===== config.mk =====
export PLATFORM = sky130hd
export DESIGN_NAME = gated_trimmed_mean_filter_flat
export DESIGN_NICKNAME = d
export VERILOG_FILES = /design/src/design/gtm_pkg.sv /design/src/design/gtm_in_if.sv /design/src/design/gtm_out_if.sv /design/src/design/gtm_ram.sv /design/src/design/gtm_stats.sv /design/src/design/gtm_div.sv /design/src/design/gated_trimmed_mean_filter.sv /design/src/flat_wrapper.sv
export SDC_FILE = /design/constraint.sdc
export NUM_CORES = 1
export LEC_CHECK = 0
export BUFFER_PORTS_ARGS = -buffer_cell sky130_fd_sc_hd__clkbuf_2
export CORE_AREA = 2 2 180 182
export CTS_CLUSTER_DIAMETER = 30
export DETAILED_ROUTE_END_ITERATION = 12
export DIE_AREA = 0 0 182 184
export PLACE_DENSITY = 0.84
export SLEW_MARGIN = 5
export SYNTH_ARGS = -nofsm -noshare
export SYNTH_HDL_FRONTEND = slang
export SYNTH_SLANG_ARGS = --single-unit
export TNS_END_PERCENT = 10

===== constraint.sdc =====
create_clock -name clk_i -period 7.99 [get_ports clk_i]
set_input_delay 0.799 -clock clk_i [delete_from_list [all_inputs] [get_ports clk_i]]
set_output_delay 0.799 -clock clk_i [all_outputs]
set_load 0.01 [all_outputs]

===== src/design/gtm_pkg.sv =====
`timescale 1ns / 1ps
`default_nettype none
// ----------------------------------------------------------------------------
// gtm_pkg: shared definitions of the gated trimmed mean filter
// defaults, register map, state encoding and control structs
// ----------------------------------------------------------------------------
package gtm_pkg;

  // default geometry
  localparam int unsigned SAMPLE_BITS_DEF = 12;
  localparam int unsigned WINDOW_DEF      = 8;

  // quarter degrees to 1/256 degree
  localparam int unsigned MEAN_SHIFT = 6;

  // register fields
  localparam int unsigned STEP_BITS = 12;
  localparam int unsigned REJ_BITS  = 4;
  localparam int unsigned TRIM_BITS = 2;
  localparam int unsigned TRIM_MAX  = 3;

  localparam logic [STEP_BITS-1:0] MAX_STEP_RST    = 12'd48;
  localparam logic [REJ_BITS-1:0]  MAX_REJECTS_RST = 4'd4;
  localparam logic [TRIM_BITS-1:0] TRIM_COUNT_RST  = 2'd2;

  // configuration port
  localparam int unsigned PADDR_BITS = 4;
  localparam int unsigned PDATA_BITS = 32;

  localparam logic [1:0] REG_MAX_STEP    = 2'd0;
  localparam logic [1:0] REG_MAX_REJECTS = 2'd1;
  localparam logic [1:0] REG_TRIM_COUNT  = 2'd2;

  typedef enum logic [2:0] {
    ST_IDLE,
    ST_READ,
    ST_TRIM,
    ST_DIV,
    ST_DONE
  } gtm_state_e;

  typedef struct packed {
    logic clear;
    logic push;
  } stats_ctrl_t;

endpackage : gtm_pkg
`default_nettype wire


===== src/design/gtm_in_if.sv =====
`timescale 1ns / 1ps
`default_nettype none
// ----------------------------------------------------------------------------
// gtm_in_if: sample request channel
// valid/ready handshake carrying one converter reading
// ----------------------------------------------------------------------------
interface gtm_in_if #(
  parameter int unsigned SAMPLE_BITS = gtm_pkg::SAMPLE_BITS_DEF
);
  logic                   valid;
  logic                   ready;
  logic [SAMPLE_BITS-1:0] raw_temp;
  logic                   open_circuit;

  modport source (output valid, raw_temp, open_circuit, input ready);
  modport sink   (input valid, raw_temp, open_circuit, output ready);
endinterface : gtm_in_if
`default_nettype wire


===== src/design/gtm_out_if.sv =====
`timescale 1ns / 1ps
`default_nettype none
// ----------------------------------------------------------------------------
// gtm_out_if: result request channel
// valid/ready handshake carrying one filtered temperature
// ----------------------------------------------------------------------------
interface gtm_out_if #(
  parameter int unsigned SAMPLE_BITS = gtm_pkg::SAMPLE_BITS_DEF
);
  logic                                        valid;
  logic                                        ready;
  logic [SAMPLE_BITS+gtm_pkg::MEAN_SHIFT-1:0] mean_temp;
  logic                                        mean_valid;
  logic                                        sample_held;

  modport source (output valid, mean_temp, mean_valid, sample_held, input ready);
  modport sink   (input valid, mean_temp, mean_valid, sample_held, output ready);
endinterface : gtm_out_if
`default_nettype wire


===== src/design/gtm_ram.sv =====
`timescale 1ns / 1ps
`default_nettype none
// ----------------------------------------------------------------------------
// gtm_ram: generic simple dual-port ram
// one write port, one read port with registered read data
// ----------------------------------------------------------------------------
module gtm_ram #(
  parameter int unsigned WIDTH = 12,
  parameter int unsigned DEPTH = 8
) (
  input  wire logic                     clk_i,
  input  wire logic                     we_i,
  input  wire logic [$clog2(DEPTH)-1:0] waddr_i,
  input  wire logic [WIDTH-1:0]         wdata_i,
  input  wire logic                     re_i,
  input  wire logic [$clog2(DEPTH)-1:0] raddr_i,
  output logic      [WIDTH-1:0]         rdata_o
);
  logic [WIDTH-1:0] mem_q [DEPTH];
  logic [WIDTH-1:0] rdata_q;

  always_ff @(posedge clk_i) begin
    if (we_i) begin
      mem_q[waddr_i] <= wdata_i;
    end
    if (re_i) begin
      rdata_q <= mem_q[raddr_i];
    end
  end

  assign rdata_o = rdata_q;
endmodule : gtm_ram
`default_nettype wire


===== src/design/gtm_stats.sv =====
`timescale 1ns / 1ps
`default_nettype none
// ----------------------------------------------------------------------------
// gtm_stats: streaming window statistics
// running sum plus the three smallest and three largest entries, trimmed sum
// ----------------------------------------------------------------------------
module gtm_stats #(
  parameter int unsigned SAMPLE_BITS = gtm_pkg::SAMPLE_BITS_DEF,
  parameter int unsigned WINDOW      = gtm_pkg::WINDOW_DEF
) (
  input  wire logic                                   clk_i,
  input  wire gtm_pkg::stats_ctrl_t                   ctrl_i,
  input  wire logic [SAMPLE_BITS-1:0]                 data_i,
  input  wire logic [$clog2(WINDOW+1)-1:0]            fill_i,
  input  wire logic [gtm_pkg::TRIM_BITS-1:0]          trim_i,
  output logic      [SAMPLE_BITS+$clog2(WINDOW+1)-1:0] sum_o,
  output logic      [$clog2(WINDOW+1)-1:0]            cnt_o
);
  import gtm_pkg::*;

  localparam int unsigned CW   = $clog2(WINDOW + 1);
  localparam int unsigned SUMW = SAMPLE_BITS + CW;

  logic [SUMW-1:0]        sum_q, sum_d;
  logic [SAMPLE_BITS-1:0] lo_q [TRIM_MAX];
  logic [SAMPLE_BITS-1:0] lo_d [TRIM_MAX];
  logic [SAMPLE_BITS-1:0] hi_q [TRIM_MAX];
  logic [SAMPLE_BITS-1:0] hi_d [TRIM_MAX];
  logic [TRIM_BITS-1:0]   lo_cut;
  logic [SUMW-1:0]        trimmed;

  // sorted insertion into the small and large lists
  always_comb begin
    sum_d = sum_q;
    for (int i = 0; i < TRIM_MAX; i++) begin
      lo_d[i] = lo_q[i];
      hi_d[i] = hi_q[i];
    end
    if (ctrl_i.clear) begin
      sum_d = '0;
      for (int i = 0; i < TRIM_MAX; i++) begin
        lo_d[i] = '1;
        hi_d[i] = '0;
      end
    end else if (ctrl_i.push) begin
      sum_d = sum_q + SUMW'(data_i);
      lo_d[0] = (data_i < lo_q[0]) ? data_i : lo_q[0];
      hi_d[0] = (data_i > hi_q[0]) ? data_i : hi_q[0];
      for (int i = 1; i < TRIM_MAX; i++) begin
        lo_d[i] = (data_i < lo_q[i-1]) ? lo_q[i-1] :
                  ((data_i < lo_q[i]) ? data_i : lo_q[i]);
        hi_d[i] = (data_i > hi_q[i-1]) ? hi_q[i-1] :
                  ((data_i > hi_q[i]) ? data_i : hi_q[i]);
      end
    end
  end

  always_ff @(posedge clk_i) begin
    sum_q <= sum_d;
    for (int i = 0; i < TRIM_MAX; i++) begin
      lo_q[i] <= lo_d[i];
      hi_q[i] <= hi_d[i];
    end
  end

  // trim only when at least one entry is left
  assign lo_cut = (8'(fill_i) >= 8'({trim_i, 1'b1})) ? trim_i : '0;

  always_comb begin
    trimmed = sum_q;
    for (int i = 0; i < TRIM_MAX; i++) begin
      if (TRIM_BITS'(i) < lo_cut) begin
        trimmed = trimmed - SUMW'(lo_q[i]) - SUMW'(hi_q[i]);
      end
    end
  end

  assign sum_o = trimmed;
  assign cnt_o = fill_i - CW'({lo_cut, 1'b0});
endmodule : gtm_stats
`default_nettype wire


===== src/design/gtm_div.sv =====
`timescale 1ns / 1ps
`default_nettype none
// ----------------------------------------------------------------------------
// gtm_div: restoring divider
// one quotient bit per cycle, small divisor
// ----------------------------------------------------------------------------
module gtm_div #(
  parameter int unsigned DW = 22,
  parameter int unsigned CW = 4
) (
  input  wire logic          clk_i,
  input  wire logic          rst_ni,
  input  wire logic          start_i,
  input  wire logic [DW-1:0] dividend_i,
  input  wire logic [CW-1:0] divisor_i,
  output logic      [DW-1:0] quotient_o,
  output logic               done_o
);
  localparam int unsigned NW = $clog2(DW + 1);

  logic          busy_q, busy_d;
  logic          done_q, done_d;
  logic [NW-1:0] cnt_q, cnt_d;
  logic [CW-1:0] div_q, div_d;
  logic [CW-1:0] rem_q, rem_d;
  logic [DW-1:0] quo_q, quo_d;
  logic [CW:0]   trial;
  logic [CW:0]   diff;
  logic          ge;

  assign trial = {rem_q, quo_q[DW-1]};
  assign ge    = trial >= {1'b0, div_q};
  assign diff  = trial - {1'b0, div_q};

  always_comb begin
    busy_d = busy_q;
    done_d = 1'b0;
    cnt_d  = cnt_q;
    div_d  = div_q;
    rem_d  = rem_q;
    quo_d  = quo_q;
    if (start_i) begin
      busy_d = 1'b1;
      cnt_d  = '0;
      div_d  = divisor_i;
      rem_d  = '0;
      quo_d  = dividend_i;
    end else if (busy_q) begin
      rem_d = ge ? diff[CW-1:0] : trial[CW-1:0];
      quo_d = {quo_q[DW-2:0], ge};
      cnt_d = cnt_q + 1'b1;
      if (cnt_q == NW'(DW - 1)) begin
        busy_d = 1'b0;
        done_d = 1'b1;
      end
    end
  end

  always_ff @(posedge clk_i or negedge rst_ni) begin
    if (!rst_ni) begin
      busy_q <= 1'b0;
      done_q <= 1'b0;
      cnt_q  <= '0;
    end else begin
      busy_q <= busy_d;
      done_q <= done_d;
      cnt_q  <= cnt_d;
    end
  end

  always_ff @(posedge clk_i) begin
    div_q <= div_d;
    rem_q <= rem_d;
    quo_q <= quo_d;
  end

  assign quotient_o = quo_q;
  assign done_o     = done_q;
endmodule : gtm_div
`default_nettype wire


===== src/design/gated_trimmed_mean_filter.sv =====
`timescale 1ns / 1ps
`default_nettype none
// ----------------------------------------------------------------------------
// gated_trimmed_mean_filter: thermocouple outlier gate and trimmed mean
// gates each reading, stores it in a ring ram and returns the trimmed mean
// ----------------------------------------------------------------------------
// sequence: after accept, one ram read per filled entry, a trim step, then the
//   bit-serial divider before the result is loaded; an open probe skips the
//   reads and the divider
// requests: one at a time, the next accepted once the result is in the
//   output register
// reset: asynchronous active low; clears the ring fill, gate state and
//   registers to their defaults; the ring ram itself is not cleared
module gated_trimmed_mean_filter #(
  parameter int unsigned SAMPLE_BITS = gtm_pkg::SAMPLE_BITS_DEF,
  parameter int unsigned WINDOW      = gtm_pkg::WINDOW_DEF
) (
  input  wire logic                             clk_i,
  input  wire logic                             rst_ni,
  gtm_in_if.sink                                sample_i,
  gtm_out_if.source                             result_o,
  input  wire logic                             psel,
  input  wire logic                             penable,
  input  wire logic                             pwrite,
  input  wire logic [gtm_pkg::PADDR_BITS-1:0]   paddr,
  input  wire logic [gtm_pkg::PDATA_BITS-1:0]   pwdata,
  output logic      [gtm_pkg::PDATA_BITS-1:0]   prdata,
  output logic                                  pready
);
  import gtm_pkg::*;

  localparam int unsigned CW        = $clog2(WINDOW + 1);
  localparam int unsigned AW        = $clog2(WINDOW);
  localparam int unsigned SUMW      = SAMPLE_BITS + CW;
  localparam int unsigned DW        = SUMW + MEAN_SHIFT;
  localparam int unsigned MEAN_BITS = SAMPLE_BITS + MEAN_SHIFT;
  localparam int unsigned CMPW      = (SAMPLE_BITS > STEP_BITS) ? SAMPLE_BITS : STEP_BITS;

  // ---------------------------------------------------------------------------
  // configuration registers
  // ---------------------------------------------------------------------------
  logic [STEP_BITS-1:0] max_step_q;
  logic [REJ_BITS-1:0]  max_rejects_q;
  logic [TRIM_BITS-1:0] trim_count_q;
  logic                 cfg_wr;

  assign pready = 1'b1;
  assign cfg_wr = psel && penable && pwrite && pready;

  always_ff @(posedge clk_i or negedge rst_ni) begin
    if (!rst_ni) begin
      max_step_q    <= MAX_STEP_RST;
      max_rejects_q <= MAX_REJECTS_RST;
      trim_count_q  <= TRIM_COUNT_RST;
    end else if (cfg_wr) begin
      unique case (paddr[3:2])
        REG_MAX_STEP:    max_step_q    <= pwdata[STEP_BITS-1:0];
        REG_MAX_REJECTS: max_rejects_q <= pwdata[REJ_BITS-1:0];
        REG_TRIM_COUNT:  trim_count_q  <= pwdata[TRIM_BITS-1:0];
        default: ;
      endcase
    end
  end

  // register readback
  always_comb begin
    unique case (paddr[3:2])
      REG_MAX_STEP:    prdata = PDATA_BITS'(max_step_q);
      REG_MAX_REJECTS: prdata = PDATA_BITS'(max_rejects_q);
      REG_TRIM_COUNT:  prdata = PDATA_BITS'(trim_count_q);
      default:         prdata = '0;
    endcase
  end

  // ---------------------------------------------------------------------------
  // control state
  // ---------------------------------------------------------------------------
  gtm_state_e state_q, state_d;

  logic                   accept;
  logic                   rd_issue;
  logic                   rd_done;
  logic                   div_start;
  logic                   div_done;
  logic                   out_load;
  logic                   in_ready;

  // gate and ring bookkeeping
  logic [CW-1:0]          fill_q, fill_d;
  logic [AW-1:0]          wpos_q, wpos_d;
  logic [SAMPLE_BITS-1:0] last_q, last_d;
  logic                   known_q, known_d;
  logic [REJ_BITS-1:0]    rej_q, rej_d;
  logic                   held_q, held_d;
  logic                   open_q, open_d;

  // ring read sweep
  logic [CW-1:0]          rd_cnt_q, rd_cnt_d;
  logic                   rd_vld_q;

  // output register
  logic                   out_valid_q, out_valid_d;
  logic [MEAN_BITS-1:0]   out_mean_q;
  logic                   out_mvalid_q;
  logic                   out_held_q;

  logic [SAMPLE_BITS-1:0] raw;
  logic                   open_in;
  logic [SAMPLE_BITS-1:0] diff;
  logic                   held_c;
  logic [SAMPLE_BITS-1:0] use_c;
  logic                   ring_we;

  logic [SAMPLE_BITS-1:0] ring_rdata;
  stats_ctrl_t            stats_ctrl;
  logic [SUMW-1:0]        trim_sum;
  logic [CW-1:0]          trim_cnt;
  logic [DW-1:0]          quotient;

  assign raw     = sample_i.raw_temp;
  assign open_in = sample_i.open_circuit;
  assign accept  = sample_i.valid && in_ready;

  // ---------------------------------------------------------------------------
  // outlier gate: hold a large jump at the last accepted value, but only
  // max_rejects times in a row
  // ---------------------------------------------------------------------------
  assign diff   = (raw > last_q) ? (raw - last_q) : (last_q - raw);
  assign held_c = known_q && (CMPW'(diff) > CMPW'(max_step_q)) && (rej_q < max_rejects_q);
  assign use_c  = held_c ? last_q : raw;

  // the gated value goes into the ring in the accept cycle
  assign ring_we = accept && !open_in;

  always_comb begin
    fill_d  = fill_q;
    wpos_d  = wpos_q;
    last_d  = last_q;
    known_d = known_q;
    rej_d   = rej_q;
    held_d  = held_q;
    open_d  = open_q;
    if (accept) begin
      open_d = open_in;
      if (open_in) begin
        // open probe flushes the ring and clears the gate
        fill_d  = '0;
        wpos_d  = '0;
        last_d  = '0;
        known_d = 1'b0;
        rej_d   = '0;
        held_d  = 1'b0;
      end else begin
        held_d = held_c;
        if (held_c) begin
          rej_d = rej_q + 1'b1;
        end else begin
          rej_d   = '0;
          last_d  = raw;
          known_d = 1'b1;
        end
        wpos_d = (wpos_q == AW'(WINDOW - 1)) ? '0 : wpos_q + 1'b1;
        if (fill_q != CW'(WINDOW)) begin
          fill_d = fill_q + 1'b1;
        end
      end
    end
  end

  // ---------------------------------------------------------------------------
  // sequencer
  // ---------------------------------------------------------------------------
  assign rd_done = !rd_issue && !rd_vld_q;

  // next state
  always_comb begin
    state_d = state_q;
    unique case (state_q)
      ST_IDLE: begin
        if (accept) begin
          state_d = open_in ? ST_DONE : ST_READ;
        end
      end
      ST_READ: begin
        if (rd_done) begin
          state_d = ST_TRIM;
        end
      end
      ST_TRIM: state_d = ST_DIV;
      ST_DIV: begin
        if (div_done) begin
          state_d = ST_DONE;
        end
      end
      ST_DONE: begin
        if (out_load) begin
          state_d = ST_IDLE;
        end
      end
      default: state_d = ST_IDLE;
    endcase
  end

  // outputs
  always_comb begin
    in_ready         = 1'b0;
    rd_issue         = 1'b0;
    div_start        = 1'b0;
    out_load         = 1'b0;
    stats_ctrl.clear = 1'b0;
    stats_ctrl.push  = 1'b0;
    unique case (state_q)
      ST_IDLE: begin
        in_ready         = 1'b1;
        stats_ctrl.clear = accept;
      end
      ST_READ: begin
        rd_issue        = rd_cnt_q < fill_q;
        stats_ctrl.push = rd_vld_q;
      end
      ST_TRIM: div_start = 1'b1;
      ST_DIV:  ;
      ST_DONE: out_load = !out_valid_q || result_o.ready;
      default: ;
    endcase
  end

  assign sample_i.ready = in_ready;

  // read sweep over the filled entries, one per cycle
  always_comb begin
    rd_cnt_d = rd_cnt_q;
    if (accept) begin
      rd_cnt_d = '0;
    end else if (rd_issue) begin
      rd_cnt_d = rd_cnt_q + 1'b1;
    end
  end

  // result register: a finished result waits here while the next request runs
  always_comb begin
    out_valid_d = out_valid_q;
    if (out_load) begin
      out_valid_d = 1'b1;
    end else if (result_o.ready) begin
      out_valid_d = 1'b0;
    end
  end

  always_ff @(posedge clk_i or negedge rst_ni) begin
    if (!rst_ni) begin
      state_q     <= ST_IDLE;
      fill_q      <= '0;
      wpos_q      <= '0;
      last_q      <= '0;
      known_q     <= 1'b0;
      rej_q       <= '0;
      held_q      <= 1'b0;
      open_q      <= 1'b0;
      rd_cnt_q    <= '0;
      rd_vld_q    <= 1'b0;
      out_valid_q <= 1'b0;
    end else begin
      state_q     <= state_d;
      fill_q      <= fill_d;
      wpos_q      <= wpos_d;
      last_q      <= last_d;
      known_q     <= known_d;
      rej_q       <= rej_d;
      held_q      <= held_d;
      open_q      <= open_d;
      rd_cnt_q    <= rd_cnt_d;
      rd_vld_q    <= rd_issue;
      out_valid_q <= out_valid_d;
    end
  end

  // result payload, zero mean after an open probe
  always_ff @(posedge clk_i) begin
    if (out_load) begin
      out_mean_q   <= open_q ? '0 : quotient[MEAN_BITS-1:0];
      out_mvalid_q <= !open_q;
      out_held_q   <= held_q;
    end
  end

  assign result_o.valid       = out_valid_q;
  assign result_o.mean_temp   = out_mean_q;
  assign result_o.mean_valid  = out_mvalid_q;
  assign result_o.sample_held = out_held_q;

  // ---------------------------------------------------------------------------
  // datapath units
  // ---------------------------------------------------------------------------
  gtm_ram #(
    .WIDTH (SAMPLE_BITS),
    .DEPTH (WINDOW)
  ) u_ring (
    .clk_i   (clk_i),
    .we_i    (ring_we),
    .waddr_i (wpos_q),
    .wdata_i (use_c),
    .re_i    (rd_issue),
    .raddr_i (rd_cnt_q[AW-1:0]),
    .rdata_o (ring_rdata)
  );

  gtm_stats #(
    .SAMPLE_BITS (SAMPLE_BITS),
    .WINDOW      (WINDOW)
  ) u_stats (
    .clk_i  (clk_i),
    .ctrl_i (stats_ctrl),
    .data_i (ring_rdata),
    .fill_i (fill_q),
    .trim_i (trim_count_q),
    .sum_o  (trim_sum),
    .cnt_o  (trim_cnt)
  );

  // mean = trimmed sum * 64 / count
  gtm_div #(
    .DW (DW),
    .CW (CW)
  ) u_div (
    .clk_i      (clk_i),
    .rst_ni     (rst_ni),
    .start_i    (div_start),
    .dividend_i ({trim_sum, {MEAN_SHIFT{1'b0}}}),
    .divisor_i  (trim_cnt),
    .quotient_o (quotient),
    .done_o     (div_done)
  );

  // ---------------------------------------------------------------------------
  // assertions
  // ---------------------------------------------------------------------------
  a_fill_bound: assert property (@(posedge clk_i) disable iff (!rst_ni)
    fill_q <= CW'(WINDOW))
    else $error("ring fill count beyond window");

  a_read_in_fill: assert property (@(posedge clk_i) disable iff (!rst_ni)
    rd_issue |-> (rd_cnt_q < fill_q) && (state_q == ST_READ))
    else $error("ring read outside the filled entries");

  a_div_done_state: assert property (@(posedge clk_i) disable iff (!rst_ni)
    div_done |-> state_q == ST_DIV)
    else $error("divider finished outside the divide phase");

  a_no_overwrite: assert property (@(posedge clk_i) disable iff (!rst_ni)
    out_load |-> !out_valid_q || result_o.ready)
    else $error("pending result overwritten");

  a_open_flush: assert property (@(posedge clk_i) disable iff (!rst_ni)
    accept && open_in |=> fill_q == '0 && !known_q && state_q == ST_DONE)
    else $error("open probe did not flush the ring");

endmodule : gated_trimmed_mean_filter
`default_nettype wire


===== src/flat_wrapper.sv =====
// flat-port wrapper written by rule: the top's interface ports become plain ports
module gated_trimmed_mean_filter_flat import gtm_pkg::*;
#(
  parameter int unsigned SAMPLE_BITS = gtm_pkg::SAMPLE_BITS_DEF,
  parameter int unsigned WINDOW      = gtm_pkg::WINDOW_DEF
)
  (clk_i, rst_ni, psel, penable, pwrite, paddr, pwdata, prdata, pready, sample_i_valid, sample_i_raw_temp, sample_i_open_circuit, sample_i_ready, result_o_valid, result_o_mean_temp, result_o_mean_valid, result_o_sample_held, result_o_ready);
  gtm_in_if #(.SAMPLE_BITS(SAMPLE_BITS)) sample_i_i ();
  gtm_out_if #(.SAMPLE_BITS(SAMPLE_BITS)) result_o_i ();
  input  wire logic clk_i;
  input  wire logic rst_ni;
  input  wire logic psel;
  input  wire logic penable;
  input  wire logic pwrite;
  input  wire logic [gtm_pkg::PADDR_BITS-1:0] paddr;
  input  wire logic [gtm_pkg::PDATA_BITS-1:0] pwdata;
  output logic      [gtm_pkg::PDATA_BITS-1:0] prdata;
  output logic pready;
  input wire logic [$bits(sample_i_i.valid)-1:0] sample_i_valid;
  input wire logic [$bits(sample_i_i.raw_temp)-1:0] sample_i_raw_temp;
  input wire logic [$bits(sample_i_i.open_circuit)-1:0] sample_i_open_circuit;
  output wire logic [$bits(sample_i_i.ready)-1:0] sample_i_ready;
  output wire logic [$bits(result_o_i.valid)-1:0] result_o_valid;
  output wire logic [$bits(result_o_i.mean_temp)-1:0] result_o_mean_temp;
  output wire logic [$bits(result_o_i.mean_valid)-1:0] result_o_mean_valid;
  output wire logic [$bits(result_o_i.sample_held)-1:0] result_o_sample_held;
  input wire logic [$bits(result_o_i.ready)-1:0] result_o_ready;
  assign sample_i_i.valid = sample_i_valid;
  assign sample_i_i.raw_temp = sample_i_raw_temp;
  assign sample_i_i.open_circuit = sample_i_open_circuit;
  assign sample_i_ready = sample_i_i.ready;
  assign result_o_valid = result_o_i.valid;
  assign result_o_mean_temp = result_o_i.mean_temp;
  assign result_o_mean_valid = result_o_i.mean_valid;
  assign result_o_sample_held = result_o_i.sample_held;
  assign result_o_i.ready = result_o_ready;
  gated_trimmed_mean_filter #(.SAMPLE_BITS(SAMPLE_BITS), .WINDOW(WINDOW)) u_core (.clk_i(clk_i), .rst_ni(rst_ni), .sample_i(sample_i_i), .result_o(result_o_i), .psel(psel), .penable(penable), .pwrite(pwrite), .paddr(paddr), .pwdata(pwdata), .prdata(prdata), .pready(pready));
endmodule

==> metrics.txt <==
Synth area leader=edfxtp_1; Layout area overhead=16.4%; Top FF cell, synth=edfxtp_1; TritonCTS buffer count=approximately 70; total global-route track usage=roughly 30%; met3 Use GR=4.32%; register area share after synthesis=approximately two fifths; RR Endpoint=u_core.u_div.quotient_o[21]$_DFFE_PP_; Syn Std Cell Area=19,200 µm²; Fmax achieved=134 MHz; critical path startpoint=u_core.u_stats.sum_q[4]$_SDFFE_PP0P_; worst-skew pair later-pin latency=approximately 0.57 ns; critical path type=reg -> reg; clk slew on worst S/H paths=around 0.050 ns; RSZ-0062 raised after global routing=false; CP max stage cell=fa_1; gpl congestion=slightly above 0.9; Final Cell Area=between 20,000 and 25,000 µm²; Final Setup Violations=0; Placed Instances=about 2,300; DR iter-0 viols=between 1,000 and 1,500; die width=between 150 and 200 µm; post-synthesis mux area share=roughly 6.4%; Cell Area, Placed=19,900 µm²; Setup WS pre-CTS=between 0.5 and 0.6 ns; GRT Residual Overflow=0; met2 Use GR=between 50% and 60%; status=finished, final reports clean; Post-CTS Setup Bufs=0; adder-cell share of the synthesized area=15.8%; Core Rows=65; First-pass DRT Iterations=6; global-route wire length before repair=about 80,000 µm; CTS sink cnt=306; met1 Resource Use GR=between 30% and 40%; Largest stage delay, worst path=between 0.4 and 0.5 ns; Buf+Inv Stages, Crit Path=0; starting density of the core=between 60% and 70%; via count=between 15,000 and 20,000; core area=~31,000 µm²; Synthesis Warnings=0; setup ws final=around 0.55 ns; Post-Syn Instances=between 1,500 and 2,000; Worst EP required=8.30 ns; Post-CTS Resized=0; number of global-route vias before repair=~15,000; R2R depth=27; Max-slew headroom=around 25%; htree depth=3; # diodes=0; total die area=approximately 33,000 µm²; reg2reg setup slack=approximately 0.55 ns; post-DR vias/cell=slightly above 6; Fin. Hold Viols=0; DRT antenna net count=0; Max Root-Sink Buffers=3; initial antenna violation count=0; worst min path class=in -> async; final worst-path cycle share=93.2%; Post-synth EDFFs=148; Total Nets Final=2,277; maxcap violations=0; Syn Area/Cell=10.0 µm²; Area contributors post-synth=edfxtp_1 (23%), ha_1 (12%), dfxtp_1 (10%); Slew Limit Fails=0; Yosys reg bits=roughly 310; final non-filler cell total=2,460; crit path launch type=flip-flop; worst slew pin tran=about 1.1 ns; Synth Area in Compound Gates=between 10% and 20%; final wirelength=50,000 µm; crit path max fanout=5; largest family of logic cells by synthesized area=compound AO/OA/AOI/OAI gates; Worst setup EP type=flip-flop; Hold-fix buffers, CTS=0; largest net degree at the start of global routing=75; GRT busiest layer=met2; Crit path max-delay family=compound AO/OA/AOI/OAI gates; Final min period=roughly 7.4 ns; crit path DAT=a little under 8 ns; IO buf count=67; Root Driver=clkbuf_16; library cells used by synthesis=73; DRC=0; Synth Area in XOR/XNOR=under 10%; ys async rst share=roughly 20%; TritonCTS clock tree=built; share of layout cells above drive strength 1=between 10 and 15%; worst r2r src=u_core.u_stats.sum_q[4]$_SDFFE_PP0P_; post-DP HPWL=around 34,000 µm; Post-Synth Simple-Gate Area=between 10 and 15%; die height=between 150 and 200 µm; sum of negative setup slack=0 ns; drt wl/cell=about 20 µm; Setup Skew=0.0272 ns; Synth top area share=between 20% and 30%; Top Ports=about 110
cell usage after synthesis (all sizes together) (12+ instances only):
library cell,count
nor2,135
a221o,12
buf,37
mux2i,43
a21o,58
o211ai,20
nand3,32
nand2b,19
a21oi,101
nand2,148
or3,12
dfrtp,56
fa,41
inv,156
nor2b,48
edfxtp,148
mux4,24
xor2,28
nor3,54
a211oi,43
nand4,23
o21ai,147
clkbuf,67
dfxtp,98
mux2,23
xnor2,28
ha,178
sequential cells by signal, indices dropped and copies added, names as in the netlist, 5 cells and up:
| signal | flops |
|---|---|
| u_core.u_ring.rdata_o | 12 |
| u_core.result_o.mean_temp | 18 |
| u_core.u_div.quotient_o | 22 |
| u_core.u_stats.sum_q | 16 |
| u_core.last_q | 12 |
| u_core.u_stats.hi_q | 36 |
| u_core.u_stats.lo_q | 36 |
| u_core.u_ring.mem_q | 96 |
| u_core.u_div.cnt_q | 5 |
| u_core.max_step_q | 12 |
worst max-delay path by stage:
stage,to,cells past startpoint
after floorplan,u_core.u_div.quotient_o[21]$_DFFE_PP_,32
after global placement,u_core.u_div.quotient_o[21]$_DFFE_PP_,31
after detailed placement,u_core.u_div.quotient_o[21]$_DFFE_PP_,28
after CTS,u_core.u_div.quotient_o[21]$_DFFE_PP_,28
after global routing,u_core.u_div.quotient_o[21]$_DFFE_PP_,31
final,u_core.u_div.quotient_o[21]$_DFFE_PP_,27
kinds of logic (layout without fill, tap and decap cells):
kind of cell,after synthesis,count (layout)
other,2,21
DFF,306,306
buffers and inverters,260,382
adders and majority gates,219,219
AOI/OAI and AO/OA,475,475
xor gates and xnor gates,56,56
and+or+nand+nor,509,509
muxes,90,90
through the flow:
| stage | utilization [%] | hold slack, ns |
|---|---|---|
| after floorplan | - | 0.426 |
| after global placement | 63.5 | 0.461 |
| after detailed placement | 63.5 | 0.466 |
| after CTS | 71.2 | 0.439 |
| after global routing | 71.3 | 0.461 |
| final | 71.3 | 0.409 |
routing by layer:
layer	routed length (µm)	part of all wire [%]
met3	3010	6.0
met2	24500	49
met4	3080	6.2
met1	19400	39
met5	0	0
layout by cell type, fill, tap and decap left out, types with 11 or more instances in the layout:
cell,n
mux2i_1,43
nor2_1,134
xor2_1,28
nor2b_1,48
nand2_1,148
a21o_1,58
nand3_1,31
o21ai_0,139
a211oi_1,42
dfrtp_1,56
a21oi_1,101
clkbuf_2,67
edfxtp_1,148
or3_1,12
conb_1,21
nand2b_1,19
o211ai_1,20
buf_4,31
mux4_2,24
clkbuf_16,71
mux2_2,23
xnor2_1,28
dfxtp_1,98
inv_1,155
nand4_1,23
ha_1,178
fa_1,41
nor3_1,52
a221o_1,12
a221oi_1,11
area by class of cell:
cell class                 count  area (µm²)
multi-input combinational   1370       10400
fill                        2064        9000
sequential                   306        7910
clock buffer                  83        1870
timing repair buffer          99         596
inverter                     156         586
clock inverter                44         549
tap                          402         503
Power is left out: the tool's default activity adds up to more than one toggle a clock period on the data nets, which glitch-free logic cannot reach.
